--- src/psu_pkg.sv ---
// shared types, codes and constants for the positional stack unit
package psu_pkg;

  localparam int unsigned DEPTH_DEF = 64;
  localparam int unsigned WIDTH_DEF = 32;
  localparam int unsigned DATA_W    = 32;
  localparam int unsigned POS_W     = 7;
  localparam int unsigned OP_W      = 3;
  localparam int unsigned ST_W      = 2;
  localparam int unsigned FILL_W    = 7;

  typedef enum logic [OP_W-1:0] {
    OP_PUSH_TOP    = 3'd0,
    OP_POP_TOP     = 3'd1,
    OP_PUSH_BOTTOM = 3'd2,
    OP_POP_BOTTOM  = 3'd3,
    OP_INSERT_AT   = 3'd4,
    OP_DELETE_AT   = 3'd5,
    OP_READ_AT     = 3'd6,
    OP_READ_BOTTOM = 3'd7
  } op_e;

  typedef enum logic [ST_W-1:0] {
    ST_OK     = 2'd0,
    ST_EMPTY  = 2'd1,
    ST_BADPOS = 2'd2,
    ST_FULL   = 2'd3
  } status_e;

  typedef enum logic [2:0] {
    S_IDLE,
    S_DECODE,
    S_UP_RD,
    S_UP_WR,
    S_DN_RD,
    S_DN_WR,
    S_RESULT
  } state_e;

  typedef enum logic [1:0] {
    RD_BELOW,
    RD_ABOVE,
    RD_IDX,
    RD_TOP
  } rd_sel_e;

  typedef enum logic [1:0] {
    WR_MOVE,
    WR_VAL_IDX,
    WR_VAL_TOP
  } wr_sel_e;

  typedef struct packed {
    logic    accept;
    logic    ptr_init_top;
    logic    ptr_init_idx;
    logic    ptr_dec;
    logic    ptr_inc;
    logic    mem_rd;
    rd_sel_e rd_sel;
    logic    mem_wr;
    wr_sel_e wr_sel;
    logic    cnt_inc;
    logic    cnt_dec;
    logic    set_status;
    status_e status;
    logic    use_rdata;
    logic    res_load;
  } cmd_t;

  typedef struct packed {
    op_e  op;
    logic empty;
    logic full;
    logic pos_ok;
    logic up_more;
    logic dn_more;
    logic out_free;
  } stat_t;

endpackage

--- src/psu_ram.sv ---
// generic single write port, single read port ram with registered read
module psu_ram #(
  parameter int unsigned WIDTH = psu_pkg::WIDTH_DEF,
  parameter int unsigned DEPTH = psu_pkg::DEPTH_DEF
) (
  input  logic                     clk_i,
  input  logic                     we_i,
  input  logic [$clog2(DEPTH)-1:0] waddr_i,
  input  logic [WIDTH-1:0]         wdata_i,
  input  logic                     re_i,
  input  logic [$clog2(DEPTH)-1:0] raddr_i,
  output logic [WIDTH-1:0]         rdata_o
);

  logic [WIDTH-1:0] mem_q [DEPTH];
  logic [WIDTH-1:0] rdata_q;

  always_ff @(posedge clk_i) begin
    if (we_i) begin
      mem_q[waddr_i] <= wdata_i;
    end
    if (re_i) begin
      rdata_q <= mem_q[raddr_i];
    end
  end

  assign rdata_o = rdata_q;

endmodule

--- src/psu_dp.sv ---
// datapath: request registers, count, move pointer, slot memory and result register
module psu_dp #(
  parameter int unsigned DEPTH = psu_pkg::DEPTH_DEF,
  parameter int unsigned WIDTH = psu_pkg::WIDTH_DEF
) (
  input  logic                         clk_i,
  input  logic                         rst_ni,
  input  psu_pkg::op_e                 in_op_i,
  input  logic signed [psu_pkg::DATA_W-1:0] in_value_i,
  input  logic [psu_pkg::POS_W-1:0]    in_pos_i,
  input  logic                         out_ready_i,
  input  psu_pkg::cmd_t                cmd_i,
  output psu_pkg::stat_t               stat_o,
  output logic                         out_valid_o,
  output logic [psu_pkg::DATA_W-1:0]   out_data_o,
  output psu_pkg::status_e             out_status_o,
  output logic [psu_pkg::FILL_W-1:0]   out_fill_o
);

  localparam int unsigned AW     = $clog2(DEPTH);
  localparam int unsigned CNT_W  = $clog2(DEPTH + 1);
  localparam int unsigned CNT_W1 = CNT_W + 1;
  localparam int unsigned CMP_W  = (CNT_W > psu_pkg::POS_W) ? CNT_W : psu_pkg::POS_W;

  psu_pkg::op_e                op_q;
  logic [WIDTH-1:0]            val_q;
  logic [psu_pkg::POS_W-1:0]   pos_q;
  logic [CNT_W-1:0]            count_q, count_d;
  logic [CNT_W-1:0]            ptr_q, ptr_d;
  psu_pkg::status_e            res_st_q;
  logic                        res_rd_q;
  logic                        out_valid_q, out_valid_d;
  logic [psu_pkg::DATA_W-1:0]  out_data_q;
  psu_pkg::status_e            out_status_q;
  logic [psu_pkg::FILL_W-1:0]  out_fill_q;

  logic [CNT_W-1:0]            idx;
  logic [CNT_W-1:0]            raddr_full, waddr_full;
  logic [WIDTH-1:0]            wdata;
  logic [WIDTH-1:0]            rdata;
  logic signed [WIDTH-1:0]     rdata_s;

  always_comb begin
    if (op_q inside {psu_pkg::OP_PUSH_BOTTOM, psu_pkg::OP_POP_BOTTOM,
                     psu_pkg::OP_READ_BOTTOM}) begin
      idx = '0;
    end else begin
      idx = CNT_W'(pos_q) - CNT_W'(1);
    end
  end

  assign stat_o.op       = op_q;
  assign stat_o.empty    = (count_q == '0);
  assign stat_o.full     = (count_q == CNT_W'(DEPTH));
  assign stat_o.pos_ok   = (pos_q != '0) && (CMP_W'(pos_q) <= CMP_W'(count_q));
  assign stat_o.up_more  = (ptr_q > idx);
  assign stat_o.dn_more  = ((CNT_W1'(ptr_q) + CNT_W1'(1)) < CNT_W1'(count_q));
  assign stat_o.out_free = !out_valid_q || out_ready_i;

  // memory addressing
  always_comb begin
    case (cmd_i.rd_sel)
      psu_pkg::RD_BELOW: raddr_full = ptr_q - CNT_W'(1);
      psu_pkg::RD_ABOVE: raddr_full = ptr_q + CNT_W'(1);
      psu_pkg::RD_IDX:   raddr_full = idx;
      psu_pkg::RD_TOP:   raddr_full = count_q - CNT_W'(1);
      default:           raddr_full = idx;
    endcase
  end

  always_comb begin
    case (cmd_i.wr_sel)
      psu_pkg::WR_MOVE: begin
        waddr_full = ptr_q;
        wdata      = rdata;
      end
      psu_pkg::WR_VAL_IDX: begin
        waddr_full = idx;
        wdata      = val_q;
      end
      psu_pkg::WR_VAL_TOP: begin
        waddr_full = count_q;
        wdata      = val_q;
      end
      default: begin
        waddr_full = idx;
        wdata      = val_q;
      end
    endcase
  end

  psu_ram #(
    .WIDTH (WIDTH),
    .DEPTH (DEPTH)
  ) u_ram (
    .clk_i   (clk_i),
    .we_i    (cmd_i.mem_wr),
    .waddr_i (waddr_full[AW-1:0]),
    .wdata_i (wdata),
    .re_i    (cmd_i.mem_rd),
    .raddr_i (raddr_full[AW-1:0]),
    .rdata_o (rdata)
  );

  assign rdata_s = rdata;

  always_comb begin
    count_d = count_q;
    if (cmd_i.cnt_inc) begin
      count_d = count_q + CNT_W'(1);
    end else if (cmd_i.cnt_dec) begin
      count_d = count_q - CNT_W'(1);
    end
  end

  always_comb begin
    ptr_d = ptr_q;
    if (cmd_i.ptr_init_top) begin
      ptr_d = count_q;
    end else if (cmd_i.ptr_init_idx) begin
      ptr_d = idx;
    end else if (cmd_i.ptr_dec) begin
      ptr_d = ptr_q - CNT_W'(1);
    end else if (cmd_i.ptr_inc) begin
      ptr_d = ptr_q + CNT_W'(1);
    end
  end

  always_comb begin
    out_valid_d = out_valid_q;
    if (cmd_i.res_load) begin
      out_valid_d = 1'b1;
    end else if (out_ready_i) begin
      out_valid_d = 1'b0;
    end
  end

  always_ff @(posedge clk_i or negedge rst_ni) begin
    if (!rst_ni) begin
      count_q     <= '0;
      out_valid_q <= 1'b0;
    end else begin
      count_q     <= count_d;
      out_valid_q <= out_valid_d;
    end
  end

  always_ff @(posedge clk_i) begin
    ptr_q <= ptr_d;
    if (cmd_i.accept) begin
      op_q  <= in_op_i;
      val_q <= WIDTH'(in_value_i);
      pos_q <= in_pos_i;
    end
    if (cmd_i.set_status) begin
      res_st_q <= cmd_i.status;
      res_rd_q <= cmd_i.use_rdata;
    end
    if (cmd_i.res_load) begin
      out_data_q   <= res_rd_q ? psu_pkg::DATA_W'(rdata_s) : '0;
      out_status_q <= res_st_q;
      out_fill_q   <= psu_pkg::FILL_W'(count_q);
    end
  end

  assign out_valid_o  = out_valid_q;
  assign out_data_o   = out_data_q;
  assign out_status_o = out_status_q;
  assign out_fill_o   = out_fill_q;

endmodule

--- src/psu_ctrl.sv ---
// controller: state machine that sequences each request through the datapath
module psu_ctrl (
  input  logic           clk_i,
  input  logic           rst_ni,
  input  logic           in_valid_i,
  output logic           in_ready_o,
  input  psu_pkg::stat_t stat_i,
  output psu_pkg::cmd_t  cmd_o
);

  psu_pkg::state_e state_q, state_d;

  always_ff @(posedge clk_i or negedge rst_ni) begin
    if (!rst_ni) begin
      state_q <= psu_pkg::S_IDLE;
    end else begin
      state_q <= state_d;
    end
  end

  always_comb begin
    state_d    = state_q;
    cmd_o      = '0;
    in_ready_o = 1'b0;
    case (state_q)
      psu_pkg::S_IDLE: begin
        in_ready_o = 1'b1;
        if (in_valid_i) begin
          cmd_o.accept = 1'b1;
          state_d      = psu_pkg::S_DECODE;
        end
      end
      psu_pkg::S_DECODE: begin
        cmd_o.set_status = 1'b1;
        cmd_o.status     = psu_pkg::ST_OK;
        state_d          = psu_pkg::S_RESULT;
        case (stat_i.op)
          psu_pkg::OP_PUSH_TOP: begin
            if (stat_i.full) begin
              cmd_o.status = psu_pkg::ST_FULL;
            end else begin
              cmd_o.mem_wr  = 1'b1;
              cmd_o.wr_sel  = psu_pkg::WR_VAL_TOP;
              cmd_o.cnt_inc = 1'b1;
            end
          end
          psu_pkg::OP_POP_TOP: begin
            if (stat_i.empty) begin
              cmd_o.status = psu_pkg::ST_EMPTY;
            end else begin
              cmd_o.cnt_dec = 1'b1;
            end
          end
          psu_pkg::OP_PUSH_BOTTOM: begin
            if (stat_i.full) begin
              cmd_o.status = psu_pkg::ST_FULL;
            end else begin
              cmd_o.ptr_init_top = 1'b1;
              state_d            = psu_pkg::S_UP_RD;
            end
          end
          psu_pkg::OP_POP_BOTTOM: begin
            if (stat_i.empty) begin
              cmd_o.status = psu_pkg::ST_EMPTY;
            end else begin
              cmd_o.ptr_init_idx = 1'b1;
              state_d            = psu_pkg::S_DN_RD;
            end
          end
          psu_pkg::OP_INSERT_AT: begin
            if (!stat_i.pos_ok) begin
              cmd_o.status = psu_pkg::ST_BADPOS;
            end else if (stat_i.full) begin
              cmd_o.status = psu_pkg::ST_FULL;
            end else begin
              cmd_o.ptr_init_top = 1'b1;
              state_d            = psu_pkg::S_UP_RD;
            end
          end
          psu_pkg::OP_DELETE_AT: begin
            if (stat_i.empty) begin
              cmd_o.status = psu_pkg::ST_EMPTY;
            end else if (!stat_i.pos_ok) begin
              cmd_o.status = psu_pkg::ST_BADPOS;
            end else begin
              cmd_o.ptr_init_idx = 1'b1;
              state_d            = psu_pkg::S_DN_RD;
            end
          end
          psu_pkg::OP_READ_AT: begin
            if (stat_i.empty) begin
              cmd_o.status = psu_pkg::ST_EMPTY;
            end else if (!stat_i.pos_ok) begin
              cmd_o.status    = psu_pkg::ST_BADPOS;
              cmd_o.mem_rd    = 1'b1;
              cmd_o.rd_sel    = psu_pkg::RD_TOP;
              cmd_o.use_rdata = 1'b1;
            end else begin
              cmd_o.mem_rd    = 1'b1;
              cmd_o.rd_sel    = psu_pkg::RD_IDX;
              cmd_o.use_rdata = 1'b1;
            end
          end
          psu_pkg::OP_READ_BOTTOM: begin
            if (stat_i.empty) begin
              cmd_o.status = psu_pkg::ST_EMPTY;
            end else begin
              cmd_o.mem_rd    = 1'b1;
              cmd_o.rd_sel    = psu_pkg::RD_IDX;
              cmd_o.use_rdata = 1'b1;
            end
          end
          default: begin
            cmd_o.status = psu_pkg::ST_OK;
          end
        endcase
      end
      // open a gap at the insert slot, top word first
      psu_pkg::S_UP_RD: begin
        if (stat_i.up_more) begin
          cmd_o.mem_rd = 1'b1;
          cmd_o.rd_sel = psu_pkg::RD_BELOW;
          state_d      = psu_pkg::S_UP_WR;
        end else begin
          cmd_o.mem_wr  = 1'b1;
          cmd_o.wr_sel  = psu_pkg::WR_VAL_IDX;
          cmd_o.cnt_inc = 1'b1;
          state_d       = psu_pkg::S_RESULT;
        end
      end
      psu_pkg::S_UP_WR: begin
        cmd_o.mem_wr  = 1'b1;
        cmd_o.wr_sel  = psu_pkg::WR_MOVE;
        cmd_o.ptr_dec = 1'b1;
        state_d       = psu_pkg::S_UP_RD;
      end
      // close the gap left by a removed word
      psu_pkg::S_DN_RD: begin
        if (stat_i.dn_more) begin
          cmd_o.mem_rd = 1'b1;
          cmd_o.rd_sel = psu_pkg::RD_ABOVE;
          state_d      = psu_pkg::S_DN_WR;
        end else begin
          cmd_o.cnt_dec = 1'b1;
          state_d       = psu_pkg::S_RESULT;
        end
      end
      psu_pkg::S_DN_WR: begin
        cmd_o.mem_wr  = 1'b1;
        cmd_o.wr_sel  = psu_pkg::WR_MOVE;
        cmd_o.ptr_inc = 1'b1;
        state_d       = psu_pkg::S_DN_RD;
      end
      psu_pkg::S_RESULT: begin
        if (stat_i.out_free) begin
          cmd_o.res_load = 1'b1;
          state_d        = psu_pkg::S_IDLE;
        end
      end
      default: begin
        state_d = psu_pkg::S_IDLE;
      end
    endcase
  end

endmodule

--- src/positional_stack_unit.sv ---
// top level of the positional stack unit: controller, datapath and checks
//
//  channel   dir  handshake                      payload
//  s_axis    in   s_axis_tvalid / s_axis_tready  tdata: value, position; tuser: opcode
//  m_axis    out  m_axis_tvalid / m_axis_tready  tdata: read_data, status, fill_count
//
// one request at a time; push_top, pop_top and the reads go from accept through the
// decode and result states, shifting operations add a read state and a write state per
// word moved, as each move is one read and one write on the single slot memory port pair
// the result sits in an output register, so a new request is taken while it waits
// reset clears the count and the result valid; slot contents are not cleared
module positional_stack_unit #(
  parameter int unsigned DEPTH = psu_pkg::DEPTH_DEF,
  parameter int unsigned WIDTH = psu_pkg::WIDTH_DEF
) (
  input  logic        clk_i,
  input  logic        rst_ni,
  input  logic        s_axis_tvalid,
  output logic        s_axis_tready,
  input  logic [39:0] s_axis_tdata,  // value [31:0], position [38:32]
  input  logic [2:0]  s_axis_tuser,  // opcode [2:0]
  output logic        m_axis_tvalid,
  input  logic        m_axis_tready,
  output logic [47:0] m_axis_tdata   // read_data [31:0], status [33:32], fill_count [40:34]
);

  psu_pkg::cmd_t                cmd;
  psu_pkg::stat_t               stat;
  logic [psu_pkg::DATA_W-1:0]   out_data;
  psu_pkg::status_e             out_status;
  logic [psu_pkg::FILL_W-1:0]   out_fill;

  psu_ctrl u_ctrl (
    .clk_i      (clk_i),
    .rst_ni     (rst_ni),
    .in_valid_i (s_axis_tvalid),
    .in_ready_o (s_axis_tready),
    .stat_i     (stat),
    .cmd_o      (cmd)
  );

  psu_dp #(
    .DEPTH (DEPTH),
    .WIDTH (WIDTH)
  ) u_dp (
    .clk_i        (clk_i),
    .rst_ni       (rst_ni),
    .in_op_i      (psu_pkg::op_e'(s_axis_tuser[2:0])),
    .in_value_i   (s_axis_tdata[31:0]),
    .in_pos_i     (s_axis_tdata[38:32]),
    .out_ready_i  (m_axis_tready),
    .cmd_i        (cmd),
    .stat_o       (stat),
    .out_valid_o  (m_axis_tvalid),
    .out_data_o   (out_data),
    .out_status_o (out_status),
    .out_fill_o   (out_fill)
  );

  assign m_axis_tdata = {7'd0, out_fill, out_status, out_data};

  a_one_at_a_time: assert property (@(posedge clk_i) disable iff (!rst_ni)
    (s_axis_tvalid && s_axis_tready) |=> !s_axis_tready)
    else $error("request accepted while another is in progress");

  a_no_result_overwrite: assert property (@(posedge clk_i) disable iff (!rst_ni)
    cmd.res_load |-> (!m_axis_tvalid || m_axis_tready))
    else $error("pending result overwritten");

  a_no_grow_when_full: assert property (@(posedge clk_i) disable iff (!rst_ni)
    cmd.cnt_inc |-> !stat.full)
    else $error("count grows past depth");

  a_no_shrink_when_empty: assert property (@(posedge clk_i) disable iff (!rst_ni)
    cmd.cnt_dec |-> !stat.empty)
    else $error("count shrinks below zero");

endmodule

--- config.mk ---
export PLATFORM = sky130hd
export DESIGN_NAME = positional_stack_unit
export DESIGN_NICKNAME = d
export VERILOG_FILES = /design/src/psu_pkg.sv /design/src/psu_ram.sv /design/src/psu_dp.sv /design/src/psu_ctrl.sv /design/src/positional_stack_unit.sv
export SDC_FILE = /design/constraint.sdc
export NUM_CORES = 2
export LEC_CHECK = 0
export BUFFER_PORTS_ARGS = -buffer_cell sky130_fd_sc_hd__buf_2
export CAP_MARGIN = 20
export CORE_MARGIN = 5
export CORE_UTILIZATION = 40
export DETAILED_ROUTE_END_ITERATION = 8
export PLACE_DENSITY = 0.63
export SLEW_MARGIN = 5
export SYNTH_ARGS = -nofsm -noshare
export SYNTH_HDL_FRONTEND = slang
export SYNTH_SLANG_ARGS = --single-unit
--- constraint.sdc ---
create_clock -name clk_i -period 13.2 [get_ports clk_i]
set_clock_uncertainty 0.1 [all_clocks]
set_input_delay 1.32 -clock clk_i [delete_from_list [all_inputs] [get_ports clk_i]]
set_output_delay 1.32 -clock clk_i [all_outputs]
set_load 0.03 [all_outputs]
# Word-level counts from Yosys, hierarchy flattened
# Memory sizes are Yosys's and may differ from the RTL's. A register that Yosys moved wholly into a read port is not among the register bits.
# Index checks and enable logic that the tools add are counted.
word_totals:
  wordCells: 125
  mem_count: 1
  ramBits: 2048
  output_inout_bits: 50
  regBits: 104
memory_table:
  columns: ["memory", "depth", "word_bits", "read_ports", "rd_clocked_by_memory_dff", "wr", "line_no", "rtl"]
  rows:
  - ["u_dp.u_ram.mem_q", 64, 32, 1, 1, 1, "psu_ram.sv:15", "logic [WIDTH-1:0] mem_q [DEPTH];"]
op_classes:
  eq_ne: 20
  n_reduce_logical: 20
  magnitude_cmp: 3
  n_addsub: 6
  n_mux: 63
op_table:
  columns: ["cell", "n"]
  rows:
  - ["2-to-1 mux 7 bit", 7]
  - ["2-to-1 mux 32 bit", 1]
  - ["2-to-1 mux 3 bit", 10]
  - ["one-hot mux 6 bit (4 select lines)", 1]
  - ["equality test 3 bit (second input constant)", 7]
  - ["2-to-1 mux 1 bit", 21]
  - ["one-hot mux 3 bit (7 select lines)", 1]
  - ["subtractor 7 x 1 -> 7 bit (second input constant)", 3]
  - ["one-hot mux 3 bit (3 select lines)", 2]
  - ["2-to-1 mux 2 bit", 8]
  - ["2-to-1 mux 4 bit", 4]
  - ["adder 7 x 1 -> 7 bit (second input constant)", 2]
  - ["equality test 3 x 2 -> 1 bit (second input constant)", 4]
  - ["one-hot mux 3 bit (4 select lines)", 1]
  - ["one-hot mux 6 bit (2 select lines)", 1]
  - ["adder 7 x 1 -> 8 bit (second input constant)", 1]
  - ["< comparator 8 x 7 -> 1 bit", 1]
  - ["one-hot mux 1 bit (2 select lines)", 4]
  - ["one-hot mux 2 bit (4 select lines)", 1]
  - ["OR reduction 2 bit", 4]
  - ["equality test 7 bit (second input constant)", 1]
  - ["greater-than comparator 7 bit", 1]
  - ["less-or-equal comparator 7 bit", 1]
  - ["logical NOT 7 bit", 1]
  - ["other kinds (16)", 24]

# Logic depth before layout (Yosys ltp)
logic_depth:
  ltp_word: 8
  depth_mapped: 22
  depth_no_buf: 18

# Hierarchy
# Synthesis repeated with hierarchy kept, for this count alone.
unflattened:
  cells_unflattened: 3816
  area_unflattened_um2: 84578.6
modules_own_cells:
  columns: ["module", "seq_area_each_um2", "area_each_um2", "instances", "cells_per_inst"]
  rows:
  - ["psu_ram", 62459.9, 78845.6, 1, 3324]
  - ["psu_dp", 2992.9, 5175.0, 1, 410]
  - ["psu_ctrl", 75.1, 501.7, 1, 74]
  - ["positional_stack_unit", 0.0, 56.3, 1, 8]

# Worst setup path before layout
# OpenSTA, ideal clock, no wires.
synth_path:
  path_type: "register -> register"
  startpoint: "reg u_dp.op_q[1]"
  endpoint: "mem u_dp.u_ram.mem_q[12][0] in the netlist's numbering (enable)"
  period_less_slack_ps: 5647
  setup_time_ps: 421
  path_buffers: 0
  stages_incl_launch_ff: 16
  t_arrival_ps: 5126
  slack_ps: 7553
  cell_sequence: "edfxtp_1 > and2_0 > a21o_1 > nor2_1 > inv_1 > ha_1 > a21oi_1 > nor2b_1 > o21ai_0 > a31oi_1 > nor3_1 > nor2_1 > a221oi_1 > nand2_1 > nand2b_1 > nor2_1"
synth_via:
  elab_chain_cells: 8
  word_cells_on_any_way: 15
  classes_between: "order compare: 1; eq/ne: 4; mux: 7; reduce/logical: 3"
synth_rtl:
  columns: ["element", "line_no", "rtl"]
  rows:
  - ["start: declaration", "psu_dp.sv:25", "psu_pkg::op_e op_q;"]
  - ["start signal: assignment", "psu_dp.sv:151", "op_q <= in_op_i;"]
  - ["equality test 3 x 2 -> 1 bit or equality test 3 bit (tied branches)", "psu_dp.sv:44", "if (op_q inside {psu_pkg::OP_PUSH_BOTTOM, psu_pkg::OP_POP_BOTTOM,"]
  - ["nonzero test 3 bit", "psu_dp.sv:44", null]
  - ["2-to-1 mux 7 bit", "psu_dp.sv:44", null]
  - ["greater-than comparator 7 bit", "psu_dp.sv:56", "assign stat_o.up_more = (ptr_q > idx);"]
  - ["2-to-1 mux 4 bit", "psu_ctrl.sv:120", "if (stat_i.up_more) begin"]
  - ["one-hot mux 3 bit (3 select lines)", "psu_ctrl.sv:25", "case (state_q)"]
  - ["equality test 2 bit, or another cell as far along", "psu_dp.sv:72", "case (cmd_i.wr_sel)"]
  - ["one-hot mux 6 bit (2 select lines) or 2-to-1 mux 1 bit (tied branches)", "psu_dp.sv:72, psu_ram.sv:20", null]
  - ["end: declaration", "psu_ram.sv:15", null]
# Parallel ways exist; a longest one is shown, timed or not.

# Worst setup path in the final report
layout_path:
  startpoint: "reg u_dp.ptr_q[0]"
  endpoint: "reg u_dp.u_ram.rdata_q[23], in the netlist u_dp.u_ram.rdata_o[23], read port of u_dp.u_ram.mem_q (data pin)"
layout_via:
  elab_chain_cells: 6
  word_cells_on_any_way: 13
  classes_between: "add/sub: 3; order compare: 2; eq/ne: 3; mux: 4; reduce/logical: 1"
layout_rtl:
  columns: ["element", "line_no", "rtl"]
  rows:
  - ["start: declaration", "psu_dp.sv:29", "logic [CNT_W-1:0] ptr_q, ptr_d;"]
  - ["start signal: assignment", "psu_dp.sv:149", "ptr_q <= ptr_d;"]
  - ["adder 7 x 1 -> 8 bit", "psu_dp.sv:57", "assign stat_o.dn_more = ((CNT_W1'(ptr_q) + CNT_W1'(1)) < CNT_W1'(count_q));"]
  - ["< comparator 8 x 7 -> 1 bit", "psu_dp.sv:57", null]
  - ["2-to-1 mux 3 bit", "psu_ctrl.sv:139", "if (stat_i.dn_more) begin"]
  - ["one-hot mux 3 bit (3 select lines)", "psu_ctrl.sv:25", null]
  - ["equality test 2 bit, or another cell as far along", "psu_dp.sv:62", "case (cmd_i.rd_sel)"]
  - ["one-hot mux 6 bit (4 select lines)", "psu_dp.sv:62", null]
  - ["end: declaration", "psu_ram.sv:16", "logic [WIDTH-1:0] rdata_q;"]
# Parallel ways exist; a longest one is shown, timed or not.
# A chain may end at the register's enable or synchronous reset.

==> flow_summary_export.csv <==
group,metric,value,unit
power,swShare,0.414,
place,place_congestion,0.858,
sta,maxSlewHeadroom,0.113,
power,power.leakage,31.9,nW
power,power_density,266,nW/um^2
synthesis,ys_async_sr_fraction,0.00504,
sta,finalCritPeriodShare,0.557,
global_routing,grt_use_total,0.216,
power,comb_power_share,0.402,
min_path,min_path_type,"input pin to async pin",
floorplanning,die-height,475,microns
floorplanning,start_util,0.403,
sta,tightest_slew,1.33,ns
setup_path,required,13.65,ns
place,port_buffers,88,
synthesis,synthCells,5796,
power,power_frac_clock,0.221,
synthesis,ys_ff_latch,2184,
floorplanning,rows,170,
sta,timing.hold.ws,0.232,ns
layout,fillers,18431,
sta,setup_viol,0,
detailed_routing,wl_per_cell,27.9,microns
global_routing,grt_pass1_vias,49636,
setup_path,crit_type,"flop to flop",
layout,drive_gt1_frac,0.140,
setup_path,crit_arrival,7.81,ns
layout,syn_to_final_growth,12.5,%
synthesis,synth_edf_count,2173,
detailed_routing,drt_first_iter_violations,7012,
setup_path,startpoint_type,"flop",
sta,fmax,136,MHz
synthesis,synth.distinct_cells,81,
global_routing,grt_overflow,0,
synthesis,yosysWarnings,0,
detailed_routing,first_pass_iters,8,
run,cap_violations,0,
power,power,0.0259,W
run_status,outcome,"finished clean",
power,power_switching,0.0107,W
global_routing,antenna_found_initial,19,
synthesis,ys_seq_area_frac,0.756,
clock_tree,path_clk_slew,0.06,ns
sta,hold_viol,0,
synthesis,synthFlopType,"edfxtp_1",
floorplanning,ioPinCount,97,
detailed_routing,viasPerCell,5.84,
setup_path,setup.worst_path.end_class,"flop",
synthesis,syn-cell-area,86600,sq um
clock_tree,cts_root_buffer,"clkbuf_16",
sta,fin_tns_setup,0,ns
clock_tree,cts_buffers,205,
setup_path,critPathMaxFanout,58,
floorplanning,core_area,215000,sq um
global_routing,grt_pass1_wl,354000,microns
clock_tree,cts_htree_levels,4,
sta,rsz0062_at_grt,"no",
layout,layout.nets,5994,
detailed_routing,antenna_left,0,
clock_tree,ctsHoldBuffers,0,
sta,min_period,7.36,ns
clock_tree,cts-resized-gates,0,
detailed_routing,route.detailed.drc,0,
clock_tree,cts_tree,"built",
place,hpwl,135000,microns
layout,mostFrequentLayoutCells,"edfxtp_1, nand2_1, nand3_1",
floorplanning,die_width,475,microns
floorplanning,die-area,226000,sq um
layout,final_common_cell,"edfxtp_1",
synthesis,synth_area_per_cell,14.9,sq um
clock_tree,insertion_delay,0.86,ns
clock_tree,cts.path.max_buffers,3,
clock_tree,postCtsSetupRepairBufs,0,
global_routing,grt_max_degree,177,
detailed_routing,drt-total-wl,249000,microns
power,p_int,0.0152,W
sta,slew_violations,0,
power,pwr-share-seq,0.377,
detailed_routing,dr_total_vias,52177,
power,ir_worst_vdd,0.353,mV
clock_tree,clock-sinks,2184,
worst max-delay path, cell delays in order, from the launching register on:
cell,delay [ns]
edfxtp_1,0.57
and3_1,0.31
nand3_1,0.11
xor2_1,0.26
inv_1,0.08
ha_1,0.30
a21o_1,0.16
a21oi_1,0.18
o21a_1,0.17
nand3_1,0.24
mux2i_4,0.28
buf_4,0.22
nand2_8,0.44
buf_4,0.62
buf_4,0.74
mux4_2,0.43
a22o_1,0.29
a21oi_1,0.45
a22oi_1,0.38
or4_1,0.64
cell type report:
class | instances | area [sq um] | share of cell area
antenna | 12 | 30.0 | 0.000308
clock buffer | 251 | 5320 | 0.0546
clock inverter | 121 | 1110 | 0.0114
inverter | 23 | 86.3 | 0.000886
multi-input combinational | 3247 | 19900 | 0.205
sequential | 2184 | 65500 | 0.673
tap | 2838 | 3550 | 0.0365
timing repair buffer | 258 | 1860 | 0.0191
cells in the mapped netlist, types with 23 or more instances:
| master | number | area, sq um |
|---|---|---|
| mux4_2 | 167 | 3760 |
| nand2_1 | 1316 | 4940 |
| nand3_1 | 518 | 2590 |
| buf_2 | 151 | 756 |
| mux2i_1 | 40 | 400 |
| ha_1 | 28 | 350 |
| a221oi_1 | 26 | 228 |
| a31oi_1 | 102 | 638 |
| nor2_1 | 260 | 976 |
| o21ai_0 | 87 | 435 |
| inv_1 | 23 | 86.3 |
| a32oi_1 | 30 | 263 |
| a21oi_1 | 123 | 616 |
| a22oi_1 | 91 | 683 |
| buf_4 | 56 | 420 |
| nand4_1 | 102 | 638 |
| and3_1 | 77 | 482 |
| edfxtp_1 | 2173 | 65300 |
| and2_1 | 40 | 250 |
| clkbuf_1 | 111 | 417 |
sequential cells by signal, summed over array words and instances, names as in the netlist, 7 cells and up:
register and cells:
u_dp.count_q 7, u_dp.ptr_q 7, u_dp.u_ram.rdata_o 32, u_dp.pos_q 7, u_dp.out_data_o 32, u_dp.val_q 32
u_dp.u_ram.mem_q 2048, u_dp.out_fill_o 7
layer usage:
| layer | GRT usage | part of all wire | vias up |
|---|---|---|---|
| met5 | 0 | 0.00049 | - |
| met2 | 0.336 | 0.46 | 3029 |
| met4 | 0.0977 | 0.049 | 18 |
| met1 | 0.293 | 0.39 | 26397 |
| met3 | 0.0475 | 0.10 | 507 |
| li1 | - | - | 22226 |
stage by stage:
stage | setup WS, ns | util | cells | area (sq um)
floorplan | 7.55 | - | 5802 | 86600
detailed placement | 5.93 | 0.423 | 8546 | 90900
CTS | 5.89 | 0.452 | 8918 | 97300
global placement | 5.96 | 0.423 | 8545 | 90900
finish | 5.84 | 0.453 | 8934 | 97400
global route | 5.63 | 0.453 | 8923 | 97400
path summary, 6_finish.rpt:
kind | startpoint | to | slack, ns | cells after the start
min | rst_ni | u_dp.out_valid_o$_DFFE_PN0P_ | 0.23 | 1
max in group asynchronous | rst_ni | u_ctrl.state_q[0]$_DFFE_PN0P_ | 12.53 | 1
max reg2reg | u_dp.ptr_q[0]$_DFFE_PP_ | u_dp.u_ram.rdata_o[23]$_DFFE_PP_ | 5.84 | 19
min in group clk_i | u_dp.res_st_q[0]$_SDFFCE_PN0P_ | u_dp.out_status_o[0]$_DFFE_PP_ | 0.34 | 0
max | u_dp.ptr_q[0]$_DFFE_PP_ | u_dp.u_ram.rdata_o[23]$_DFFE_PP_ | 5.84 | 19
min reg2reg | u_dp.res_st_q[0]$_SDFFCE_PN0P_ | u_dp.out_status_o[0]$_DFFE_PP_ | 0.34 | 0
cells by family (layout without fill, tap and decap cells):
group                    after synthesis  in the layout  synth area share
flip-flops                          2184           2184             0.756
XOR/XNOR                              27             27           0.00273
buffers and inverters                371            653            0.0221
AO/OA/AOI/OAI                        579            579            0.0452
other                                  1             19         0.0000433
multiplexers                         212            212            0.0492
AND/OR/NAND/NOR                     2394           2394             0.120
adder cells (fa/ha/maj)               28             28           0.00404
power groups by stage:
stage / combinational (W) / clock, W / sequential [W]
CTS: 0.0102 / 0.00579 / 0.00976
global placement: 0.00998 / 0 / 0.00990
global route: 0.0109 / 0.00608 / 0.00978
detailed placement: 0.0102 / 0 / 0.00991
floorplan: 0.00561 / 0 / 0.00991
finish: 0.0104 / 0.00572 / 0.00977
(Power assumes the default switching activity.)
